==> src/rtl/core/pibank_pkg.sv <==
// Shared types, constants and the sample packing function of the panel input register bank.
package pibank_pkg;

    localparam int unsigned REGISTER_COUNT_DEF = 10;
    localparam int unsigned LowCount = 9;
    localparam int unsigned LowAw = 4;

    localparam logic [2:0] ACT_ADDR_MATCH = 3'd0;
    localparam logic [2:0] ACT_RX_BYTE = 3'd1;
    localparam logic [2:0] ACT_TX_REQ = 3'd2;
    localparam logic [2:0] ACT_STOP = 3'd3;
    localparam logic [2:0] ACT_ERROR = 3'd4;
    localparam logic [2:0] ACT_LEFT_EDGE = 3'd5;
    localparam logic [2:0] ACT_RIGHT_EDGE = 3'd6;
    localparam logic [2:0] ACT_SAMPLE = 3'd7;

    localparam logic [7:0] SAMPLE_ARM = 8'h10;

    localparam logic [1:0] SRC_ZERO = 2'd0;
    localparam logic [1:0] SRC_LOW = 2'd1;
    localparam logic [1:0] SRC_RAM = 2'd2;

    typedef struct packed {
        logic [2:0]  action;
        logic        host_writes;
        logic [7:0]  rx_byte;
        logic        encoder_b_level;
        logic [9:0]  adc_first;
        logic [9:0]  adc_second;
        logic [29:0] key_rows;
    } t_in_item;

    typedef struct packed {
        logic [7:0] tx_byte;
        logic       tx_valid;
        logic       sample_taken;
    } t_out_item;

    typedef struct packed {
        logic       tx_valid;
        logic       sample_taken;
        logic [1:0] src;
        logic [7:0] low_data;
        logic       ram_written;
        logic [7:0] fill;
    } t_res_info;

    typedef logic [LowCount-2:0][7:0] t_pack;

    function automatic t_pack pack_sample(input logic [3:0] dl, input logic [3:0] dr,
                                          input logic [9:0] adc1, input logic [9:0] adc2,
                                          input logic [29:0] keys);
        t_pack p;
        p[0] = {dl, 2'b00, adc1[9:8]};
        p[1] = adc1[7:0];
        p[2] = {dr, 2'b00, adc2[9:8]};
        p[3] = adc2[7:0];
        p[4] = {2'b00, keys[29:25], keys[24]};
        p[5] = {keys[23:20], keys[19:16]};
        p[6] = {keys[15], keys[14:10], keys[9:8]};
        p[7] = {keys[7:5], keys[4:0]};
        return p;
    endfunction

endpackage

==> src/rtl/core/pibank_ram.sv <==
// Generic single-port-write RAM with a registered, enabled read port.
module pibank_ram #(
    parameter int unsigned WIDTH = 8,
    parameter int unsigned DEPTH = 1,
    parameter int unsigned AW = (DEPTH > 1) ? $clog2(DEPTH) : 1
) (
    input  logic             i_clk,
    input  logic             i_we,
    input  logic [AW-1:0]    i_waddr,
    input  logic [WIDTH-1:0] i_wdata,
    input  logic             i_re,
    input  logic [AW-1:0]    i_raddr,
    output logic [WIDTH-1:0] o_rdata
);
    logic [WIDTH-1:0] r_mem [DEPTH];
    logic [WIDTH-1:0] r_rdata;

    always_ff @(posedge i_clk) begin
        if (i_we) begin
            r_mem[i_waddr] <= i_wdata;
        end
        if (i_re) begin
            r_rdata <= r_mem[i_raddr];
        end
    end

    assign o_rdata = r_rdata;
endmodule

==> src/rtl/core/pibank_ctrl.sv <==
// Bus pointer, register bank, encoder counters and sample packing for one item.
module pibank_ctrl #(
    parameter int unsigned REGISTER_COUNT = pibank_pkg::REGISTER_COUNT_DEF
) (
    input  logic                 i_clk,
    input  logic                 i_rst_n,
    input  logic                 i_go,
    input  pibank_pkg::t_in_item i_item,
    output pibank_pkg::t_res_info o_res,
    output logic [7:0]           o_rdata
);
    import pibank_pkg::*;

    localparam int unsigned RamDepth = REGISTER_COUNT - LowCount;
    localparam int unsigned RamAw = (RamDepth > 1) ? $clog2(RamDepth) : 1;

    logic [7:0]          r_ptr;
    logic                r_expect;
    logic [3:0]          r_left;
    logic [3:0]          r_right;
    logic [3:0]          r_left_rep;
    logic [3:0]          r_right_rep;
    logic [7:0]          r_low [LowCount];
    logic [RamDepth-1:0] r_written;

    logic [8:0]       ptr_inc;
    logic [7:0]       ptr_next;
    logic             in_range;
    logic             ptr_low;
    logic [LowAw-1:0] low_idx;
    logic [RamAw-1:0] ram_idx;
    logic             armed;
    logic             do_sample;
    logic             do_write;
    logic             ram_we;
    logic             ram_re;
    t_pack            packed_regs;

    assign ptr_inc = {1'b0, r_ptr} + 9'd1;
    assign ptr_next = (ptr_inc >= 9'(REGISTER_COUNT)) ? 8'd0 : ptr_inc[7:0];
    assign in_range = r_ptr < 8'(REGISTER_COUNT);
    assign ptr_low = r_ptr < 8'(LowCount);
    assign low_idx = r_ptr[LowAw-1:0];
    assign ram_idx = RamAw'(r_ptr - 8'(LowCount));
    assign armed = r_low[0] == SAMPLE_ARM;
    assign do_sample = i_go && (i_item.action == ACT_SAMPLE) && armed;
    assign do_write = i_go && (i_item.action == ACT_RX_BYTE) && !r_expect;
    assign ram_we = do_write && in_range && !ptr_low;
    assign ram_re = i_go && (i_item.action == ACT_TX_REQ) && in_range && !ptr_low;
    assign packed_regs = pack_sample(r_left - r_left_rep, r_right - r_right_rep,
                                     i_item.adc_first, i_item.adc_second, i_item.key_rows);

    always_comb begin
        o_res = '0;
        o_res.fill = r_ptr;
        o_res.src = SRC_ZERO;
        o_res.tx_valid = i_item.action == ACT_TX_REQ;
        o_res.sample_taken = (i_item.action == ACT_SAMPLE) && armed;
        if (o_res.tx_valid && in_range) begin
            o_res.src = ptr_low ? SRC_LOW : SRC_RAM;
        end
        if (ptr_low) begin
            o_res.low_data = r_low[low_idx];
        end
        if (in_range && !ptr_low) begin
            o_res.ram_written = r_written[ram_idx];
        end
    end

    always_ff @(posedge i_clk) begin
        if (!i_rst_n) begin
            r_ptr <= '0;
            r_expect <= 1'b0;
            r_left <= '0;
            r_right <= '0;
            r_left_rep <= '0;
            r_right_rep <= '0;
            r_written <= '0;
            for (int i = 0; i < LowCount; i++) begin
                r_low[i] <= 8'(i);
            end
        end else if (i_go) begin
            unique case (i_item.action)
                ACT_ADDR_MATCH: begin
                    if (i_item.host_writes) begin
                        r_expect <= 1'b1;
                    end
                end
                ACT_RX_BYTE: begin
                    if (r_expect) begin
                        r_ptr <= i_item.rx_byte;
                        r_expect <= 1'b0;
                    end else begin
                        if (ptr_low) begin
                            r_low[low_idx] <= i_item.rx_byte;
                        end
                        if (ram_we) begin
                            r_written[ram_idx] <= 1'b1;
                        end
                        r_ptr <= ptr_next;
                    end
                end
                ACT_TX_REQ: begin
                    r_ptr <= ptr_next;
                end
                ACT_STOP, ACT_ERROR: begin
                    r_ptr <= '0;
                end
                ACT_LEFT_EDGE: begin
                    r_left <= i_item.encoder_b_level ? r_left - 4'd1 : r_left + 4'd1;
                end
                ACT_RIGHT_EDGE: begin
                    r_right <= i_item.encoder_b_level ? r_right - 4'd1 : r_right + 4'd1;
                end
                ACT_SAMPLE: begin
                    if (do_sample) begin
                        r_left_rep <= r_left;
                        r_right_rep <= r_right;
                        r_low[0] <= 8'd0;
                        for (int k = 1; k < LowCount; k++) begin
                            r_low[k] <= packed_regs[k-1];
                        end
                    end
                end
                default: begin
                end
            endcase
        end
    end

    pibank_ram #(
        .WIDTH(8),
        .DEPTH(RamDepth)
    ) u_ram (
        .i_clk  (i_clk),
        .i_we   (ram_we),
        .i_waddr(ram_idx),
        .i_wdata(i_item.rx_byte),
        .i_re   (ram_re),
        .i_raddr(ram_idx),
        .o_rdata(o_rdata)
    );
endmodule

==> src/rtl/core/pibank_out.sv <==
// Result register stage that assembles the transmitted byte and flags.
module pibank_out (
    input  logic                  i_clk,
    input  logic                  i_rst_n,
    input  logic                  i_go,
    input  pibank_pkg::t_res_info i_res,
    input  logic [7:0]            i_rdata,
    input  logic                  i_out_stall,
    output logic                  o_ready,
    output logic                  o_out_valid,
    output pibank_pkg::t_out_item o_out_item
);
    import pibank_pkg::*;

    logic      r_valid;
    t_res_info r_res;

    always_ff @(posedge i_clk) begin
        if (!i_rst_n) begin
            r_valid <= 1'b0;
        end else if (o_ready) begin
            r_valid <= i_go;
        end
    end

    always_ff @(posedge i_clk) begin
        if (i_go) begin
            r_res <= i_res;
        end
    end

    assign o_ready = !r_valid || !i_out_stall;
    assign o_out_valid = r_valid;

    always_comb begin
        o_out_item.tx_valid = r_res.tx_valid;
        o_out_item.sample_taken = r_res.sample_taken;
        case (r_res.src)
            SRC_LOW: o_out_item.tx_byte = r_res.low_data;
            SRC_RAM: o_out_item.tx_byte = r_res.ram_written ? i_rdata : r_res.fill;
            default: o_out_item.tx_byte = 8'd0;
        endcase
    end
endmodule

==> src/rtl/core/panel_input_register_bank_top.sv <==
// Top level of the panel input register bank: input stage, control and result stage.
//
//   Channel | Direction | Handshake                 | Payload
//   input   | in        | i_in_valid / o_in_stall   | i_in_item  (t_in_item)
//   output  | out       | o_out_valid / i_out_stall | o_out_item (t_out_item)
//
// Every item gives one result, held in the input register and then in the result register, and a
// new item is taken in every cycle unless the input stalls; the registered read port of the bank
// memory lands together with the result register.
// Reset is synchronous and active low; it restores the bank to its index values.
// A stalled result holds its stage, and the input stalls only when both stages are full.
module panel_input_register_bank_top #(
    parameter int unsigned REGISTER_COUNT = pibank_pkg::REGISTER_COUNT_DEF
) (
    input  logic                  i_clk,
    input  logic                  i_rst_n,
    input  logic                  i_in_valid,
    output logic                  o_in_stall,
    input  pibank_pkg::t_in_item  i_in_item,
    output logic                  o_out_valid,
    input  logic                  i_out_stall,
    output pibank_pkg::t_out_item o_out_item
);
    import pibank_pkg::*;

    logic      r_in_valid;
    t_in_item  r_in_item;
    logic      s2_ready;
    logic      go;
    t_res_info res;
    logic [7:0] rdata;

    assign go = r_in_valid && s2_ready;
    assign o_in_stall = r_in_valid && !s2_ready;

    always_ff @(posedge i_clk) begin
        if (!i_rst_n) begin
            r_in_valid <= 1'b0;
        end else if (!o_in_stall) begin
            r_in_valid <= i_in_valid;
        end
    end

    always_ff @(posedge i_clk) begin
        if (i_in_valid && !o_in_stall) begin
            r_in_item <= i_in_item;
        end
    end

    pibank_ctrl #(
        .REGISTER_COUNT(REGISTER_COUNT)
    ) u_ctrl (
        .i_clk  (i_clk),
        .i_rst_n(i_rst_n),
        .i_go   (go),
        .i_item (r_in_item),
        .o_res  (res),
        .o_rdata(rdata)
    );

    pibank_out u_out (
        .i_clk      (i_clk),
        .i_rst_n    (i_rst_n),
        .i_go       (go),
        .i_res      (res),
        .i_rdata    (rdata),
        .i_out_stall(i_out_stall),
        .o_ready    (s2_ready),
        .o_out_valid(o_out_valid),
        .o_out_item (o_out_item)
    );
endmodule

==> config.mk <==
export PLATFORM = sky130hd
export DESIGN_NAME = panel_input_register_bank_top
export DESIGN_NICKNAME = d
export VERILOG_FILES = /design/src/rtl/core/pibank_pkg.sv /design/src/rtl/core/pibank_ram.sv /design/src/rtl/core/pibank_ctrl.sv /design/src/rtl/core/pibank_out.sv /design/src/rtl/core/panel_input_register_bank_top.sv
export SDC_FILE = /design/constraint.sdc
export NUM_CORES = 1
export LEC_CHECK = 0
export ABC_AREA = 1
export BUFFER_PORTS_ARGS = -buffer_cell sky130_fd_sc_hd__buf_4
export CAP_MARGIN = 20
export CORE_ASPECT_RATIO = 1.1
export CORE_UTILIZATION = 23
export DETAILED_ROUTE_END_ITERATION = 6
export HOLD_SLACK_MARGIN = 0.08
export SYNTH_ARGS = -nofsm -noshare
export SYNTH_HDL_FRONTEND = slang
export SYNTH_HIERARCHICAL = 1
export SYNTH_SLANG_ARGS = --single-unit
==> constraint.sdc <==
create_clock -name i_clk -period 6.95 [get_ports i_clk]
set_clock_uncertainty 0.2 [all_clocks]
set_input_delay 0.695 -clock i_clk [delete_from_list [all_inputs] [get_ports i_clk]]
set_output_delay 0.695 -clock i_clk [all_outputs]
set_load 0.02 [all_outputs]
# Word-level counts from Yosys, hierarchy flattened
# Memories as Yosys holds them, arrays and structs flattened. A register that Yosys moved wholly into a read port is not among the register bits.
# Cells that the tools add are included.
[word_totals]
regBits = 104
mem_bits_rw = 80
in_bits = 67
out_inout_bits = 12
elab_cells = 131
memories = 2
[mem_list]
columns = ["memory", "depth", "word_bits", "rd", "rd_clocked_by_memory_dff", "wr", "line", "source"]
rows = [
  ["u_ctrl.r_low", 9, 8, 2, 1, 9, "pibank_ctrl.sv:23", "logic [7:0] r_low [LowCount];"],
  ["u_ctrl.u_ram.r_mem", 1, 8, 1, 1, 1, "pibank_ram.sv:15", "logic [WIDTH-1:0] r_mem [DEPTH];"],
]
[op_classes]
n_addsub = 8
n_lt_le_gt_ge = 5
n_eq_ne = 11
mux = 38
n_bitwise = 11
reduce_logical = 35
[ops]
columns = ["cell", "count"]
rows = [
  ["$mux W8", 13],
  ["$pmux W8 S3", 1],
  ["$mux W1", 18],
  ["$logic_and A1 B1 Y1", 16],
  ["$lt A8 B4 Y1 const B", 2],
  ["$pmux W8 S2", 1],
  ["$eq A3 B3 Y1 const B", 4],
  ["$mux W4", 3],
  ["$or A1 B1 Y1", 10],
  ["$add A8 B1 Y9 const B", 1],
  ["$ge A9 B4 Y1 const B", 1],
  ["$add A4 B1 Y4 const B", 2],
  ["$eq A8 B5 Y1 const B", 1],
  ["$reduce_or A8 Y1", 1],
  ["$sub A4 B1 Y4 const B", 2],
  ["$sub A4 B4 Y4", 2],
  ["$logic_not A1 Y1", 7],
  ["$eq A3 B2 Y1 const B", 2],
  ["$reduce_and A2 Y1", 3],
  ["$reduce_and A3 Y1", 2],
  ["$reduce_and A4 Y1", 1],
  ["$eq A3 B1 Y1 const B", 1],
  ["$logic_not A3 Y1", 1],
  ["$reduce_bool A3 Y1", 1],
  ["12 further kinds", 12],
]

# Logic depth before layout (Yosys ltp)
[logic_depth]
word_depth = 12
mapped_depth = 11
mapped_depth_nobuf = 11

# Modules after synthesis
# The synthesis kept the hierarchy.
[modules_own_cells]
columns = ["module", "n_inst", "cells_each", "area_each_um2", "seq_area_each_um2"]
rows = [
  ["pibank_ctrl", 1, 831, 7707.4, 4444.3],
  ["panel_input_register_bank_top", 1, 73, 1951.9, 1911.8],
  ["pibank_out", 1, 92, 1096.1, 650.6],
  ["pibank_ram", 1, 16, 480.5, 480.5],
]

# Worst setup path after synthesis
# No wires, ideal clock.
[synth_path]
path_type = "input -> register"
from = "input port i_out_stall"
to = "memory u_ctrl.r_low[11][0] (enable)"
arrival_time_ns = 2.688
slack_ns = 3.692
cell_stages = 10
n_path_buf = 1
cell_sequence = "nand2_1 nand2_1 inv_1 inv_1 nor2_1 nand2_1 nor3_4 buf_2 nand2_1 nor2_1"
[synth_lines]
columns = ["element", "line", "source"]
rows = [
  ["start, declared", "panel_input_register_bank_top.sv:21", "input logic i_out_stall,"],
  ["end, declared", "pibank_ctrl.sv:23", ""],
]

==> results.py <==
metrics = {
    "final_layout": {
        "final_cell_mix": "230 x nand2_1, 228 x edfxtp_1, 88 x inv_1, 86 x buf_4, 84 x a21oi_1",
        "fillCellCount": 5008,
        "final_common_cell": "nand2_1",
        "fin_cells": 1789,
        "n_antenna_cell": 0,
        "layout-drive-gt1-share_pct": 14.9,
        "synthToLayoutAreaGrowth_pct": 21.4,
        "finish.net_count": 1212,
    },
    "grt": {
        "grt_start_max_net_pins": 66,
        "grt_pass1_wl_mm": 44.4,
        "grt-ovfl-total": 0,
        "first_global_vias": 7766,
        "antenna_found_initial": 0,
        "grt_usage_pct": 11.8,
    },
    "sta": {
        "period_share_pct": 49.6,
        "maxSlewHeadroom_pct": 32.8,
        "hold_violations": 0,
        "rsz0062_at_grt": "false",
        "setup_ws_ns": 3.50,
        "fin_crit_ns": 3.45,
        "max_slew.worst_pin.slew_ns": 1.01,
        "max_freq_ghz": 0.290,
        "slew_violations": 0,
        "setup_viol": 0,
        "fin_setup_tns_ns": 0,
    },
    "die": {
        "die_area_um2": 49700,
        "fp.dieW_um": 213,
        "core_um2": 48000,
        "die_h_um": 234,
        "start_util_pct": 23.4,
        "ios": 79,
        "row_count": 84,
    },
    "logic_synthesis": {
        "synth_top_cell_area_share_pct": 60.9,
        "netlist_instances": 1012,
        "synthFlopType": "edfxtp_1",
        "ys_seq_elements": 260,
        "synth-edff-count": 228,
        "synth.avg_cell_area_um2": 11.1,
        "yosys.cell_types.count": 39,
        "syn-cell-area_um2": 11200,
        "synth_top_area_cell": "edfxtp_1",
        "yosysWarnings": 6,
        "async_flop_share_pct": 0,
        "synth_area_leaders": "edfxtp_1 61%, nand2_1 7.7%, dfxtp_1 5.7%",
        "yosysSeqAreaShare_pct": 66.6,
    },
    "hold_path": {
        "hold_path_class": "input pin to flop",
        "hold_depth": 1,
        "hold_path_startpoint": "i_in_item[12]",
        "holdPathEnd": "r_in_item[12]",
    },
    "critical_path": {
        "path_cells": "nand2_1 -> nand2_1 -> inv_1 -> inv_1 -> nor2_1 -> nand2_1 -> nor3_4 -> buf_4 -> nand3_1 -> nand2_1",
        "slowest_delay_ns": 0.72,
        "r2r-start": "u_out/o_out_valid",
        "path_max_fanout": 27,
        "rr_endpoint": "u_ctrl/r_low[3][4]",
        "rr_worst_depth": 10,
        "crit_cells": 10,
        "reg2reg_setup_slack_ns": 3.50,
        "critPathTopFamily": "simple AND/OR/NAND/NOR gates",
        "critPathBufInv": 3,
        "path_common_cell": "nand2_1",
        "critPathCaptureType": "flop",
        "critPathSlowestCell": "inv_1",
        "cp.required_ns": 6.97,
        "crit_type": "flop to flop",
        "crit_arrival_ns": 3.47,
        "cp-start-kind": "flop",
    },
    "cts": {
        "insertion_delay_ns": 0.57,
        "clkSinkCount": 260,
        "cts.reportedPaths.clkPinSlew_ns": 0.06,
        "clockBufferDepth": 3,
        "numCtsBuffers": 28,
        "cts_setup_buffers": 0,
        "htree_levels": 1,
        "root_buffer": "clkbuf_16",
        "tritoncts": "done",
    },
    "pwr": {
        "ir_drop_mv": 0.173,
        "total_power_w": 0.00353,
        "p_per_area_nw_per_um2": 259,
        "p_leak_nw": 5.05,
    },
    "place": {
        "dpl_worst_slack_ns": 3.01,
        "portBuffers": 78,
        "dp_hpwl_mm": 19.6,
        "gp_congestion": 0.840,
        "dpl.cell_count": 1729,
    },
    "run": {
        "maxCapViolCount": 0,
    },
    "route": {
        "drtPass1Iterations": 5,
        "drcViolationCount": 0,
        "drtAntennaViolNets": 0,
        "viasPerCell": 4.34,
        "vias": 7773,
        "drtIter0Drc": 757,
        "routedWlPerCell_um": 16.3,
        "drt_wl_total_mm": 29.1,
    },
    "outcome": {
        "status": "finished clean",
    },
}
-- layout make-up --
cell class | instances | area [um2] | area share (%)
Multi-Input combinational cell | 645 | 3300 | 24.2
Tap cell | 645 | 807 | 5.91
Clock inverter | 21 | 253 | 1.85
Sequential cell | 260 | 7490 | 54.9
Inverter | 93 | 357 | 2.61
Clock buffer | 30 | 708 | 5.19
Timing Repair Buffer | 95 | 732 | 5.36
-- flip-flops by register name (all words and copies together), names as in the netlist, named ones only --
register and flops:
u_out/o_out_valid 1, u_ctrl/r_left_rep 4, u_ctrl/r_right_rep 4, u_out/o_out_item 2, r_in_item 63, u_ctrl/r_left 4
u_ctrl/r_right 4, u_ctrl/r_written 1, r_in_valid 1, u_ctrl/u_ram/o_rdata 8, u_ctrl/r_low 128, u_ctrl/r_ptr 8
u_out/r_res 19, u_ctrl/r_expect 1, u_ctrl/u_ram/r_mem 8
-- worst max path at each step --
| stage | endpoint | slack (ns) | from |
|---|---|---|---|
| 6_report | u_ctrl/r_low[3][4] | 3.50 | u_out/o_out_valid |
| 5_1_grt | u_ctrl/r_low[3][4] | 3.20 | u_out/o_out_valid |
| 4_1_cts | u_ctrl/r_low[4][4] | 3.48 | u_out/o_out_valid |
| 3_5_place_dp | u_ctrl/r_low[3][1] | 3.01 | i_out_stall |
| 3_3_place_gp | u_ctrl/r_low[1][2] | 3.09 | i_out_stall |
| 2_1_floorplan | u_ctrl/r_low[11][0] | 3.69 | i_out_stall |
-- cells by family after synthesis --
logic type	Yosys count	synth area share [%]
simple gates	386	15.2
flops	260	66.6
compound gates	194	9.44
buf+inv	138	5.10
fa+ha+maj	22	2.72
xor+xnor	11	0.857
other cells	1	0.0334
-- Yosys cell counts (all sizes together), types with 14 or more instances --
cell    count
inv        92
nand3      66
edfxtp    228
o21ai      73
clkbuf     24
nand4      14
nand2     240
buf        21
a21oi      92
dfxtp      32
nor3       25
ha         18
nor2       40
-- report_power, final --
group | total (W) | switching [W] | internal [W]
registers | 0.00179 | 0.0000345 | 0.00176
clock network | 0.00155 | 0.000623 | 0.000924
logic | 0.000189 | 0.000124 | 0.0000654
total | 0.00353 | 0.000781 | 0.00275
-- layer usage --
metal	routed length, um	share of wire, %	GRT usage (%)
met4	876	3.0	4.74
met1	12200	42	14.8
met3	1880	6.5	1.86
met2	14100	49	20.1
met5	0	0	0
-- metrics by stage --
step	hold WS [ns]	instance area [um2]	utilization, %
5_1_grt	0.0890	13600	28.4
3_5_place_dp	0.208	12600	26.2
3_3_place_gp	0.201	12600	26.2
4_1_cts	0.0800	13600	28.4
2_1_floorplan	0.200	11400	-
6_report	0.105	13600	28.4
-- repair_timing --
item / in CTS / in global routing
endpoints found under the hold margin: 7 / 0
hold buffers: 7 / 0
resized for setup: 0 / 0
endpoints found under the setup margin: 0 / 0
Note: power is estimated with default switching activity, not from simulation.
